$ cat config.mk
export PLATFORM = sky130hd
export DESIGN_NAME = bounded_double_ended_queue_unit
export DESIGN_NICKNAME = d
export VERILOG_FILES = /design/src/rtl/bdq_pkg.sv /design/src/rtl/bdq_ctrl.sv /design/src/rtl/bdq_datapath.sv /design/src/rtl/bounded_double_ended_queue_unit.sv
export SDC_FILE = /design/constraint.sdc
export NUM_CORES = 2
export LEC_CHECK = 0
export ABC_AREA = 1
export BUFFER_PORTS_ARGS = -buffer_cell sky130_fd_sc_hd__buf_2
export CAP_MARGIN = 15
export CORE_UTILIZATION = 25
export CTS_CLUSTER_DIAMETER = 80
export DETAILED_ROUTE_END_ITERATION = 12
export HOLD_SLACK_MARGIN = 0.08
export SLEW_MARGIN = 20
export SYNTH_ARGS = -nofsm -noshare
export SYNTH_HDL_FRONTEND = slang
export SYNTH_SLANG_ARGS = --single-unit
$ cat constraint.sdc
create_clock -name clk_i -period 4.3 [get_ports clk_i]
set_input_delay 0.645 -clock clk_i [delete_from_list [all_inputs] [get_ports clk_i]]
set_output_delay 0.645 -clock clk_i [all_outputs]
set_load 0.1 [all_outputs]
$ cat src/rtl/bdq_pkg.sv
// Package for the bounded double-ended queue: sizes, action codes, beat types
// and ring index helpers. It has no dependencies of its own.
package bdq_pkg;

  localparam int unsigned DEPTH = 64;
  localparam int unsigned IDX_W = (DEPTH > 1) ? $clog2(DEPTH) : 1;
  localparam int unsigned CNT_W = $clog2(DEPTH + 1);
  localparam int unsigned CAP_W = 7;
  localparam int unsigned CMP_W = (CNT_W > CAP_W) ? CNT_W : CAP_W;
  localparam int unsigned VAL_W = 32;
  localparam int unsigned ACT_W = 3;
  localparam int unsigned OUT_CNT_W = 7;

  localparam logic [CAP_W-1:0] CAP_RESET = CAP_W'(64);

  localparam logic [ACT_W-1:0] ACT_INS_FRONT = 3'd0;
  localparam logic [ACT_W-1:0] ACT_INS_REAR  = 3'd1;
  localparam logic [ACT_W-1:0] ACT_DEL_FRONT = 3'd2;
  localparam logic [ACT_W-1:0] ACT_DEL_REAR  = 3'd3;
  localparam logic [ACT_W-1:0] ACT_PEEK      = 3'd4;

  typedef struct packed {
    logic [ACT_W-1:0]        action;
    logic signed [VAL_W-1:0] value;
  } bdq_in_t;

  typedef struct packed {
    logic                    accepted;
    logic signed [VAL_W-1:0] front_value;
    logic signed [VAL_W-1:0] rear_value;
    logic                    is_empty;
    logic                    is_full;
    logic [OUT_CNT_W-1:0]    entry_count;
  } bdq_out_t;

  // Commands from the controller to the datapath.
  typedef struct packed {
    logic take_item;
    logic take_fetch;
  } bdq_cmd_t;

  // Status from the datapath to the controller.
  typedef struct packed {
    logic need_fetch;
  } bdq_status_t;

  function automatic logic [IDX_W-1:0] slot_next(input logic [IDX_W-1:0] i);
    return (i == IDX_W'(DEPTH - 1)) ? '0 : i + IDX_W'(1);
  endfunction

  function automatic logic [IDX_W-1:0] slot_prev(input logic [IDX_W-1:0] i);
    return (i == '0) ? IDX_W'(DEPTH - 1) : i - IDX_W'(1);
  endfunction

endpackage

$ cat src/rtl/bdq_ctrl.sv
// Controller of the bounded double-ended queue: input and output handshakes,
// the fetch wait state and the output beat valid. Depends on bdq_pkg.
module bdq_ctrl (
  input  logic                clk_i,
  input  logic                rst_ni,
  input  logic                in_valid_i,
  output logic                in_stall_o,
  output logic                out_valid_o,
  input  logic                out_stall_i,
  input  bdq_pkg::bdq_status_t status_i,
  output bdq_pkg::bdq_cmd_t   cmd_o
);
  import bdq_pkg::*;

  typedef enum logic {
    ST_IDLE,
    ST_FETCH
  } state_e;

  state_e state_q, state_d;
  logic   out_valid_q, out_valid_d;
  logic   out_free;
  logic   accept;
  logic   produce;

  // The output register can take a new beat when it is empty or drains now.
  assign out_free   = !out_valid_q || !out_stall_i;
  assign in_stall_o = !((state_q == ST_IDLE) && out_free);
  assign accept     = in_valid_i && !in_stall_o;

  assign cmd_o.take_item  = accept;
  assign cmd_o.take_fetch = (state_q == ST_FETCH) && out_free;

  assign produce = (accept && !status_i.need_fetch) || cmd_o.take_fetch;

  always_comb begin
    state_d = state_q;
    unique case (state_q)
      ST_IDLE: begin
        if (accept && status_i.need_fetch) begin
          state_d = ST_FETCH;
        end
      end
      ST_FETCH: begin
        if (out_free) begin
          state_d = ST_IDLE;
        end
      end
      default: state_d = ST_IDLE;
    endcase
    out_valid_d = (out_valid_q && out_stall_i) || produce;
  end

  always_ff @(posedge clk_i or negedge rst_ni) begin
    if (!rst_ni) begin
      state_q     <= ST_IDLE;
      out_valid_q <= 1'b0;
    end else begin
      state_q     <= state_d;
      out_valid_q <= out_valid_d;
    end
  end

  assign out_valid_o = out_valid_q;

  a_rise_has_cause: assert property (@(posedge clk_i) disable iff (!rst_ni)
    $rose(out_valid_q) |-> ($past(accept) || $past(state_q == ST_FETCH)))
    else $error("output beat appeared without an item behind it");

  a_fetch_entry: assert property (@(posedge clk_i) disable iff (!rst_ni)
    (accept && status_i.need_fetch) |=> (state_q == ST_FETCH))
    else $error("delete needing a ring read did not enter the fetch state");

  a_no_item_in_fetch: assert property (@(posedge clk_i) disable iff (!rst_ni)
    (state_q == ST_FETCH) |-> !cmd_o.take_item)
    else $error("item taken while a ring read is outstanding");

endmodule

$ cat src/rtl/bdq_datapath.sv
// Datapath of the bounded double-ended queue: ring memory, indices, count,
// capacity register, cached end values and the output beat. Depends on bdq_pkg.
module bdq_datapath (
  input  logic                clk_i,
  input  logic                rst_ni,
  input  bdq_pkg::bdq_in_t    in_item_i,
  input  logic                cfg_we_i,
  input  logic [bdq_pkg::CAP_W-1:0] cfg_data_i,
  input  bdq_pkg::bdq_cmd_t   cmd_i,
  output bdq_pkg::bdq_status_t status_o,
  output bdq_pkg::bdq_out_t   out_beat_o
);
  import bdq_pkg::*;

  logic [VAL_W-1:0] ring_mem [DEPTH];
  logic [VAL_W-1:0] rdata_q;

  logic [IDX_W-1:0] front_q, front_d, rear_q, rear_d;
  logic [CNT_W-1:0] count_q, count_d;
  logic [CAP_W-1:0] cap_q;
  logic [VAL_W-1:0] fval_q, rval_q, fval_d, rval_d;
  logic             fetch_front_q;
  logic             fetch_front;
  bdq_out_t         out_q;

  logic [CMP_W-1:0] cap_eff;
  logic             full;
  logic             ok;
  logic             need_fetch;
  logic             ins_ok;
  logic [IDX_W-1:0] waddr;
  logic [IDX_W-1:0] raddr;

  // Post-beat values used for the cache and the output register.
  logic [CNT_W-1:0] count_n;
  logic [VAL_W-1:0] fval_n, rval_n;
  logic             ok_n;
  logic             load_out;

  assign cap_eff = (CMP_W'(cap_q) > CMP_W'(DEPTH)) ? CMP_W'(DEPTH) : CMP_W'(cap_q);
  assign full    = CMP_W'(count_q) >= cap_eff;

  always_comb begin
    front_d     = front_q;
    rear_d      = rear_q;
    count_d     = count_q;
    fval_d      = fval_q;
    rval_d      = rval_q;
    ok          = 1'b0;
    need_fetch  = 1'b0;
    fetch_front = 1'b0;
    ins_ok      = 1'b0;
    waddr       = front_q;
    raddr       = front_q;
    unique case (in_item_i.action)
      ACT_INS_FRONT: begin
        if (!full) begin
          ok      = 1'b1;
          ins_ok  = 1'b1;
          count_d = count_q + CNT_W'(1);
          fval_d  = in_item_i.value;
          if (count_q == '0) begin
            rear_d = front_q;
            rval_d = in_item_i.value;
          end else begin
            front_d = slot_prev(front_q);
            waddr   = slot_prev(front_q);
          end
        end
      end
      ACT_INS_REAR: begin
        if (!full) begin
          ok      = 1'b1;
          ins_ok  = 1'b1;
          count_d = count_q + CNT_W'(1);
          rval_d  = in_item_i.value;
          if (count_q == '0) begin
            rear_d = front_q;
            fval_d = in_item_i.value;
          end else begin
            rear_d = slot_next(rear_q);
            waddr  = slot_next(rear_q);
          end
        end
      end
      ACT_DEL_FRONT: begin
        if (count_q != '0) begin
          ok      = 1'b1;
          count_d = count_q - CNT_W'(1);
          if (count_q == CNT_W'(1)) begin
            rear_d = front_q;
          end else begin
            front_d     = slot_next(front_q);
            raddr       = slot_next(front_q);
            need_fetch  = 1'b1;
            fetch_front = 1'b1;
          end
        end
      end
      ACT_DEL_REAR: begin
        if (count_q != '0) begin
          ok      = 1'b1;
          count_d = count_q - CNT_W'(1);
          if (count_q == CNT_W'(1)) begin
            rear_d = front_q;
          end else begin
            rear_d     = slot_prev(rear_q);
            raddr      = slot_prev(rear_q);
            need_fetch = 1'b1;
          end
        end
      end
      ACT_PEEK: ok = 1'b1;
      default:  ok = 1'b0;
    endcase
  end

  assign status_o.need_fetch = need_fetch;

  // A fetch completes a delete whose indices and count were already committed.
  always_comb begin
    if (cmd_i.take_fetch) begin
      count_n = count_q;
      ok_n    = 1'b1;
      fval_n  = fetch_front_q ? rdata_q : fval_q;
      rval_n  = fetch_front_q ? rval_q : rdata_q;
    end else begin
      count_n = count_d;
      ok_n    = ok;
      fval_n  = fval_d;
      rval_n  = rval_d;
    end
  end

  assign load_out = (cmd_i.take_item && !need_fetch) || cmd_i.take_fetch;

  always_ff @(posedge clk_i or negedge rst_ni) begin
    if (!rst_ni) begin
      front_q <= '0;
      rear_q  <= '0;
      count_q <= '0;
      cap_q   <= CAP_RESET;
    end else begin
      if (cfg_we_i) begin
        cap_q <= cfg_data_i;
      end
      if (cmd_i.take_item) begin
        front_q <= front_d;
        rear_q  <= rear_d;
        count_q <= count_d;
      end
    end
  end

  always_ff @(posedge clk_i) begin
    if (cmd_i.take_item || cmd_i.take_fetch) begin
      fval_q <= fval_n;
      rval_q <= rval_n;
    end
    if (cmd_i.take_item) begin
      fetch_front_q <= fetch_front;
    end
    if (load_out) begin
      out_q.accepted    <= ok_n;
      out_q.front_value <= (count_n != '0) ? fval_n : '0;
      out_q.rear_value  <= (count_n != '0) ? rval_n : '0;
      out_q.is_empty    <= (count_n == '0);
      out_q.is_full     <= CMP_W'(count_n) >= cap_eff;
      out_q.entry_count <= OUT_CNT_W'(count_n);
    end
  end

  // Ring memory: one write port, one registered read port.
  always_ff @(posedge clk_i) begin
    if (cmd_i.take_item && ins_ok) begin
      ring_mem[waddr] <= in_item_i.value;
    end
    if (cmd_i.take_item && need_fetch) begin
      rdata_q <= ring_mem[raddr];
    end
  end

  assign out_beat_o = out_q;

  a_count_bound: assert property (@(posedge clk_i) disable iff (!rst_ni)
    int'(count_q) <= int'(DEPTH))
    else $error("entry count exceeds the ring depth");

  a_empty_aligned: assert property (@(posedge clk_i) disable iff (!rst_ni)
    (count_q == '0) |-> (rear_q == front_q))
    else $error("empty deque with front and rear apart");

  a_span_matches: assert property (@(posedge clk_i) disable iff (!rst_ni)
    (count_q != '0) |->
      (((rear_q >= front_q) ? (int'(rear_q) - int'(front_q))
                            : (int'(rear_q) + int'(DEPTH) - int'(front_q)))
       == int'(count_q) - 1))
    else $error("front to rear span disagrees with the entry count");

endmodule

$ cat src/rtl/bounded_double_ended_queue_unit.sv
// Top level of the bounded double-ended queue: controller plus datapath.
// Depends on bdq_pkg, bdq_ctrl and bdq_datapath.
//
// A deque of signed 32-bit values held in a 64-entry ring with a single
// write port and a single registered read port. Inserts, peeks, refused
// actions and deletes that leave the deque empty take one cycle each, so
// such items can be accepted back to back. A delete that leaves entries
// behind takes two cycles, because the new front or rear value must be read
// from the ring through its registered read port. Each item yields one
// result beat from an output register. While that beat is stalled the input
// is stalled too, and the next item can be taken at the edge where the beat
// leaves. The capacity register is written through the cfg channel,
// which is always ready; write it only while the block is idle.
module bounded_double_ended_queue_unit (
  input  logic                      clk_i,
  input  logic                      rst_ni,
  input  logic                      in_valid_i,
  output logic                      in_stall_o,
  input  bdq_pkg::bdq_in_t          in_item_i,
  output logic                      out_valid_o,
  input  logic                      out_stall_i,
  output bdq_pkg::bdq_out_t         out_beat_o,
  input  logic                      cfg_valid_i,
  output logic                      cfg_ready_o,
  input  logic [bdq_pkg::CAP_W-1:0] cfg_data_i
);
  import bdq_pkg::*;

  bdq_cmd_t    cmd;
  bdq_status_t status;

  assign cfg_ready_o = 1'b1;

  bdq_ctrl u_ctrl (
    .clk_i       (clk_i),
    .rst_ni      (rst_ni),
    .in_valid_i  (in_valid_i),
    .in_stall_o  (in_stall_o),
    .out_valid_o (out_valid_o),
    .out_stall_i (out_stall_i),
    .status_i    (status),
    .cmd_o       (cmd)
  );

  bdq_datapath u_datapath (
    .clk_i      (clk_i),
    .rst_ni     (rst_ni),
    .in_item_i  (in_item_i),
    .cfg_we_i   (cfg_valid_i && cfg_ready_o),
    .cfg_data_i (cfg_data_i),
    .cmd_i      (cmd),
    .status_o   (status),
    .out_beat_o (out_beat_o)
  );

endmodule
# Word level (Yosys, flattened, before mapping)
# Memory sizes are Yosys's and may differ from the RTL's. A register that Yosys moved wholly into a read port is not among the register bits.
# Cells that the tools add are included.
classes:
  add_sub_neg: 6
  mul: 0
  div_mod_pow: 0
  magnitude_cmp: 3
  n_eq_ne: 13
  n_shift: 0
  muxes: 51
  bitwise_logic: 1
  n_reduce_logical: 28
ops:
  columns: ["op", "n"]
  rows:
  - ["32-bit two-way mux", 10]
  - ["32-bit one-hot mux with 2 select lines", 2]
  - ["6-bit two-way mux", 18]
  - ["6-bit one-hot mux with 2 select lines", 3]
  - ["7-bit two-way mux", 4]
  - ["6-bit one-hot mux with 4 select lines", 1]
  - ["7-bit greater-or-equal comparator", 2]
  - ["7-bit logical NOT", 2]
  - ["7-bit one-hot mux with 2 select lines", 1]
  - ["7-bit nonzero test", 2]
  - ["6-bit by 1-bit adder with 6-bit output (second input constant)", 2]
  - ["6-bit == test (second input constant)", 2]
  - ["6-bit logical NOT", 2]
  - ["6-bit by 1-bit subtractor with 6-bit output (second input constant)", 2]
  - ["1-bit two-way mux", 10]
  - ["2-bit by 1-bit != test with 1-bit output (second input constant)", 4]
  - ["8-bit AND reduction", 1]
  - ["7-bit by 1-bit adder with 7-bit output (second input constant)", 1]
  - ["7-bit by 1-bit == test with 1-bit output (second input constant)", 1]
  - ["7-bit > comparator (second input constant)", 1]
  - ["1-bit logical AND", 7]
  - ["7-bit by 1-bit subtractor with 7-bit output (second input constant)", 1]
  - ["3-bit by 2-bit == test with 1-bit output (second input constant)", 2]
  - ["1-bit logical NOT", 4]
  - ["other kinds (12)", 17]
totals:
  regBits: 167
  latchBits: 0
  ramBits: 2048
  romBits: 0
  output_inout_bits: 77
  elab_cells: 118
  memories: 1
mem_list:
  columns: ["memory", "depth", "width", "rd", "rd_clocked_by_memory_dff", "wr", "line", "rtl"]
  rows:
  - ["u_datapath.ring_mem", 64, 32, 1, 1, 1, "bdq_datapath.sv:15", "logic [VAL_W-1:0] ring_mem [DEPTH];"]

# Depth between registers and ports, before layout
logic_depth:
  ltp_word: 8
  depth_mapped: 23
  ltp_nobuf: 23

# Modules after synthesis
# A second synthesis with hierarchy kept.
hier_totals:
  cells_unflattened: 9476
  area_unflattened_um2: 102089.2
by_module_without_submodules:
  columns: ["module", "n_inst", "cells_each", "area_each_um2"]
  rows:
  - ["bdq_datapath", 1, 9460, 101965.3]
  - ["bdq_ctrl", 1, 14, 112.6]
  - ["bounded_double_ended_queue_unit", 1, 2, 11.3]

# Worst setup path before layout
# OpenSTA, ideal clock, no wires.
synth_path:
  path_kind: "reg2reg"
  start: "reg u_datapath.cap_q[4]"
  end: "mem u_datapath.ring_mem[24][0], enable pin"
  setup_ps: 421
  arrival_time_ps: 4262
  path_slack_ps: -384
  path_stages_with_launch: 18
  path_buffers: 1
  synth_period_minus_slack_ps: 4684
  cell_sequence: "dfrtp_1 > nor4_1 > nand3_1 > nand2_1 > nand2_1 > ha_1 > a21oi_1 > o21ai_0 > a21oi_1 > nand2_1 > inv_1 > clkbuf_1 > a21oi_1 > o21ai_0 > nand3_1 > inv_1 > nand4_1 > nor2_1"
synth_between:
  elab_chain_cells: 8
synth_rtl:
  columns: ["item", "line", "rtl"]
  rows:
  - ["start, declared", "bdq_datapath.sv:20", "logic [CAP_W-1:0] cap_q;"]
  - ["start signal, assigned", "bdq_datapath.sv:145", "cap_q <= cfg_data_i;"]
  - ["7-bit > comparator", "bdq_datapath.sv:40", "assign cap_eff = (CMP_W'(cap_q) > CMP_W'(DEPTH)) ? CMP_W'(DEPTH) : CMP_W'(cap_q);"]
  - ["7-bit two-way mux *", "bdq_datapath.sv:40", null]
  - ["7-bit greater-or-equal comparator *", "bdq_datapath.sv:41", "assign full = CMP_W'(count_q) >= cap_eff;"]
  - ["1-bit two-way mux", "bdq_datapath.sv:57, bdq_datapath.sv:72", null]
  - ["1-bit two-way mux", null, null]
  - ["1-bit logical AND", "bdq_datapath.sv:175", "if (cmd_i.take_item && ins_ok) begin"]
  - ["1-bit two-way mux", "bdq_datapath.sv:175", null]
  - ["1-bit two-way mux (implied by the code)", "bdq_datapath.sv:176", "ring_mem[waddr] <= in_item_i.value;"]
  - ["end, declared", "bdq_datapath.sv:15", null]
# Mark *: on every way between the ends. The rest lies on a longest branch, timed or not.

# Worst setup path in the final report
layout_path:
  start: "reg u_datapath.cap_q[0]"
  end: "mem u_datapath.ring_mem[4][15], enable pin"
# The elaborated chain is that of the path after synthesis.

==> impl_metrics.tcl <==
set metrics [dict create \
    hpwl_mm 207 \
    rsz0062_at_grt "yes" \
    slew_viol_final 0 \
    design.portCount 124 \
    maxCapViolations 0 \
    switching_share_pct 38.2 \
    finClkSkew_ns 0.0743 \
    syn_area_per_cell_sq_um 10.8 \
    initial_core_util_pct 25.2 \
    first_pass_iters 7 \
    cts_max_level 4 \
    post-route-util_pct 30.3 \
    r2r-start "u_datapath.cap_q[0]" \
    end_kind "flop" \
    ant_nets 0 \
    power_density_nw_per_um2 581 \
    overflow 0 \
    switchingPower_w 0.0274 \
    coreArea_sq_um 407000 \
    cts_tree "built" \
    fin_crit_sh_pct 98.3 \
    start_kind "flop" \
    grt_pass1_vias 69100 \
    cp.arrival_ns 4.82 \
    critPathMaxFanout 18 \
    viasPerCell 4.79 \
    drt_iter0_drc 9738 \
    max_freq_mhz 237 \
    seq_power_share_pct 35.3 \
    critPathKind "flop to flop" \
    critPathMaxStageDelay_ns 0.40 \
    critPathLaunch "u_datapath.cap_q[0]" \
    grt_pass1_wl_mm 476 \
    required_ns 4.89 \
    root_buffer "clkbuf_16" \
    clockBufferDepth 4 \
    min-delay-start "cfg_valid_i" \
    p_clk_share_pct 27.4 \
    p_int_w 0.0443 \
    hold_viol 0 \
    wl_per_cell_um 21.2 \
    numCtsBuffers 233 \
    nNetsFinal 9967 \
    fin_crit_ns 4.23 \
    comb_power_share_pct 37.3 \
    wl_met3_mm 32.5 \
    min_path_type "input port to flop" \
    drc 0 \
    met1Wirelength_mm 142 \
    routed_wl_mm 329 \
    synth_nets 9557 \
    tns_ns 0 \
    antenna_found_initial 32 \
    routabilityCongestion 0.902 \
    met2_length_mm 144 \
    die_h_um 642 \
    dieArea_sq_um 412000 \
    synth_cells 9487 \
    syn_area_sq_um 102000 \
    routed-via-count 74400 \
    finalSetupViolCount 0 \
    port_buffers 122 \
    cts_sinks 2247 \
    yosys_warnings 0 \
    tightest_slew_ns 1.13 \
    p_leak_nw 47.0 \
    cp_common_cell "nand2_1" \
    path_buf_inv 9 \
    ys.flop_type "edfxtp_1" \
    ys_seq_area_share_pct 65.8 \
    crit_family "buffers and inverters" \
    ir_drop_uv 433 \
    clkTransAtPathRegs_ns 0.06 \
    top_layer "met5" \
    synth_edf_count 2219 \
    grt_max_degree 93 \
    dieWidth_um 642 \
    final_layout_size_suffix_gt1_share_pct 13.6 \
    synth_seq_cells 2247 \
    critPathSlowestCell "dfrtp_1" \
    areaGrowthSynthToFinish_pct 20.5 \
    slew_headroom_pct 24.8 \
    track_usage_pct 15.3 \
    floorplan.rows 234 \
    fill_cells 41300 \
    clkLatencyLatePin_ns 0.91 \
    status "completed" \
    async_flop_share_pct 1.25 \
    synth_cell_types 54 \
]
[Yosys cell counts (3+ instances only)]
master / count / share of area, %
buf_4: 31 / 0.23
nand3b_1: 768 / 5.6
ha_1: 23 / 0.28
a21oi_1: 148 / 0.72
mux2_2: 3 / 0.033
o21ai_0: 43 / 0.21
nand2_1: 1560 / 5.7
buf_1: 56 / 0.21
a31oi_1: 75 / 0.46
o21a_1: 4 / 0.029
xor2_1: 11 / 0.094
edfxtp_1: 2219 / 65
nor2_2: 4 / 0.024
nor3_1: 10 / 0.049
o211ai_1: 8 / 0.059
o22ai_1: 6 / 0.037
o21ai_1: 3 / 0.015
o221ai_1: 66 / 0.56
nand3_1: 2281 / 11
inv_1: 1295 / 4.7
nand4_1: 12 / 0.073
clkbuf_1: 228 / 0.84
or2_2: 94 / 0.57
nand2_2: 5 / 0.031
a221oi_1: 3 / 0.026
nor2_4: 3 / 0.033
dfrtp_1: 27 / 0.66
nor2_1: 124 / 0.45
buf_2: 345 / 1.7
inv_2: 5 / 0.018
[layout by cell type (no fill, tap or decap), types with 8 or more instances in the layout]
cell and instances:
a21oi_1 145, a31oi_1 73, buf_12 237, buf_2 122, buf_4 442, buf_6 10, bufinv_16 17, clkbuf_1 44
clkbuf_16 242, clkinv_1 63, clkinv_2 47, clkinvlp_4 12, dfrtp_1 27, diode_2 8, dlygate4sd3_1 15, edfxtp_1 2219
ha_1 21, inv_1 1288, nand2_1 1552, nand2_2 11, nand3_1 2275, nand3_2 8, nand3b_1 768, nand4_1 12
nor2_1 51, nor2_4 74, nor3_1 9, o211ai_1 8, o21ai_0 38, o221ai_1 65, or2_2 94, xor2_1 11
[power by group through the flow]
| stage | clock network (W) | logic (W) | registers, W |
|---|---|---|---|
| final | 0.0196 | 0.0267 | 0.0253 |
| after global routing | 0.0207 | 0.0284 | 0.0253 |
| after CTS | 0.0199 | 0.0262 | 0.0252 |
| after detailed placement | 0 | 0.0261 | 0.0257 |
| after global placement | 0 | 0.0260 | 0.0257 |
| after floorplan | 0 | 0.0135 | 0.0267 |
[kinds of logic after synthesis]
logic type,synth area share (%)
flip-flops,65.8
AND/OR/NAND/NOR,23.9
adder cells (fa/ha/maj),0.281
XOR/XNOR,0.0941
multiplexers,0.0330
AO/OA/AOI/OAI,2.21
buffers and inverters,7.75
other,0.00366
[stage by stage]
stage | instance area (sq um) | setup WS (ns) | power, W | hold slack (ns) | std cells
global placement | 115000 | -0.683 | 0.0517 | 0.504 | 15100
detailed placement | 115000 | -0.281 | 0.0518 | 0.523 | 15100
floorplan | 102000 | -0.384 | 0.0402 | 0.349 | 9487
global route | 123000 | -0.0575 | 0.0745 | 0.166 | 15500
finish | 123000 | 0.0733 | 0.0716 | 0.144 | 15500
CTS | 123000 | 0.00701 | 0.0713 | 0.0868 | 15500
[path summary, 6_finish.rpt]
path	to	slack, ns	cells past startpoint
worst max-delay path	u_datapath.ring_mem[4][15]	0.07	25
worst min-delay path	u_datapath.cap_q[3]	0.14	2
worst max register to register	u_datapath.ring_mem[4][15]	0.07	25
worst min register to register	u_ctrl.out_valid_o	0.53	2
max in group asynchronous	u_datapath.front_q[5]	3.43	2
min in group asynchronous	u_datapath.cap_q[0]	0.38	2
[worst reg2reg max path, cell delays in order (launching register included)]
cell	delay (ns)
dfrtp_1	0.40
nor4_2	0.30
buf_4	0.15
nand3_2	0.06
nand2_2	0.09
nand2_2	0.08
ha_4	0.22
buf_4	0.13
nand2_1	0.06
nor2_1	0.04
a21oi_1	0.16
nand2_2	0.16
buf_12	0.18
clkinvlp_4	0.09
buf_6	0.13
a31oi_2	0.10
nand2_1	0.09
nand3_2	0.12
o21ai_4	0.11
buf_6	0.15
nand2_1	0.06
inv_1	0.22
nand2_1	0.18
buf_12	0.20
nor2_4	0.21
buf_12	0.21
[layout make-up]
class                   count  area (sq um)  share of cell area [%]
multi-input cells        5276         27900                    22.6
clock inverters           146          1200                   0.977
diodes                      8          20.0                  0.0162
flip-flops and latches   2247         67300                    54.6
clock buffers             278          6020                    4.88
well taps                5428          6790                    5.51
inverters                1303          4930                    4.00
repair buffers            836          9190                    7.45
[flip-flops by register name (all words and copies together) (netlist names)]
name	cells
u_datapath.ring_mem	2048
u_datapath.out_beat_o	74
u_datapath.fval_q	32
u_datapath.rdata_q	32
u_datapath.rval_q	32
u_datapath.cap_q	7
u_datapath.count_q	7
u_datapath.front_q	6
u_datapath.rear_q	6
u_ctrl.out_valid_o	1
u_ctrl.state_q	1
u_datapath.fetch_front_q	1
[per-layer routing]
metal  up-vias  GRT usage (%)
met2      3488           23.0
met4        10           4.90
met1     36700           21.8
met5         -          0.382
li1      33700              -
met3       510           3.04
[timing repair]
action | 4_1_cts | 5_1_grt
setup endpoints to repair | 1176 | 2068
endpoints found under the hold margin | 35 | 0
setup buffers | 4 | 8
gates cloned | 1 | 11
hold buffers | 15 | 0
pin swaps | 2 | 14
resized for setup | 7 | 46
No activity file was read; power rests on OpenSTA's default activity.
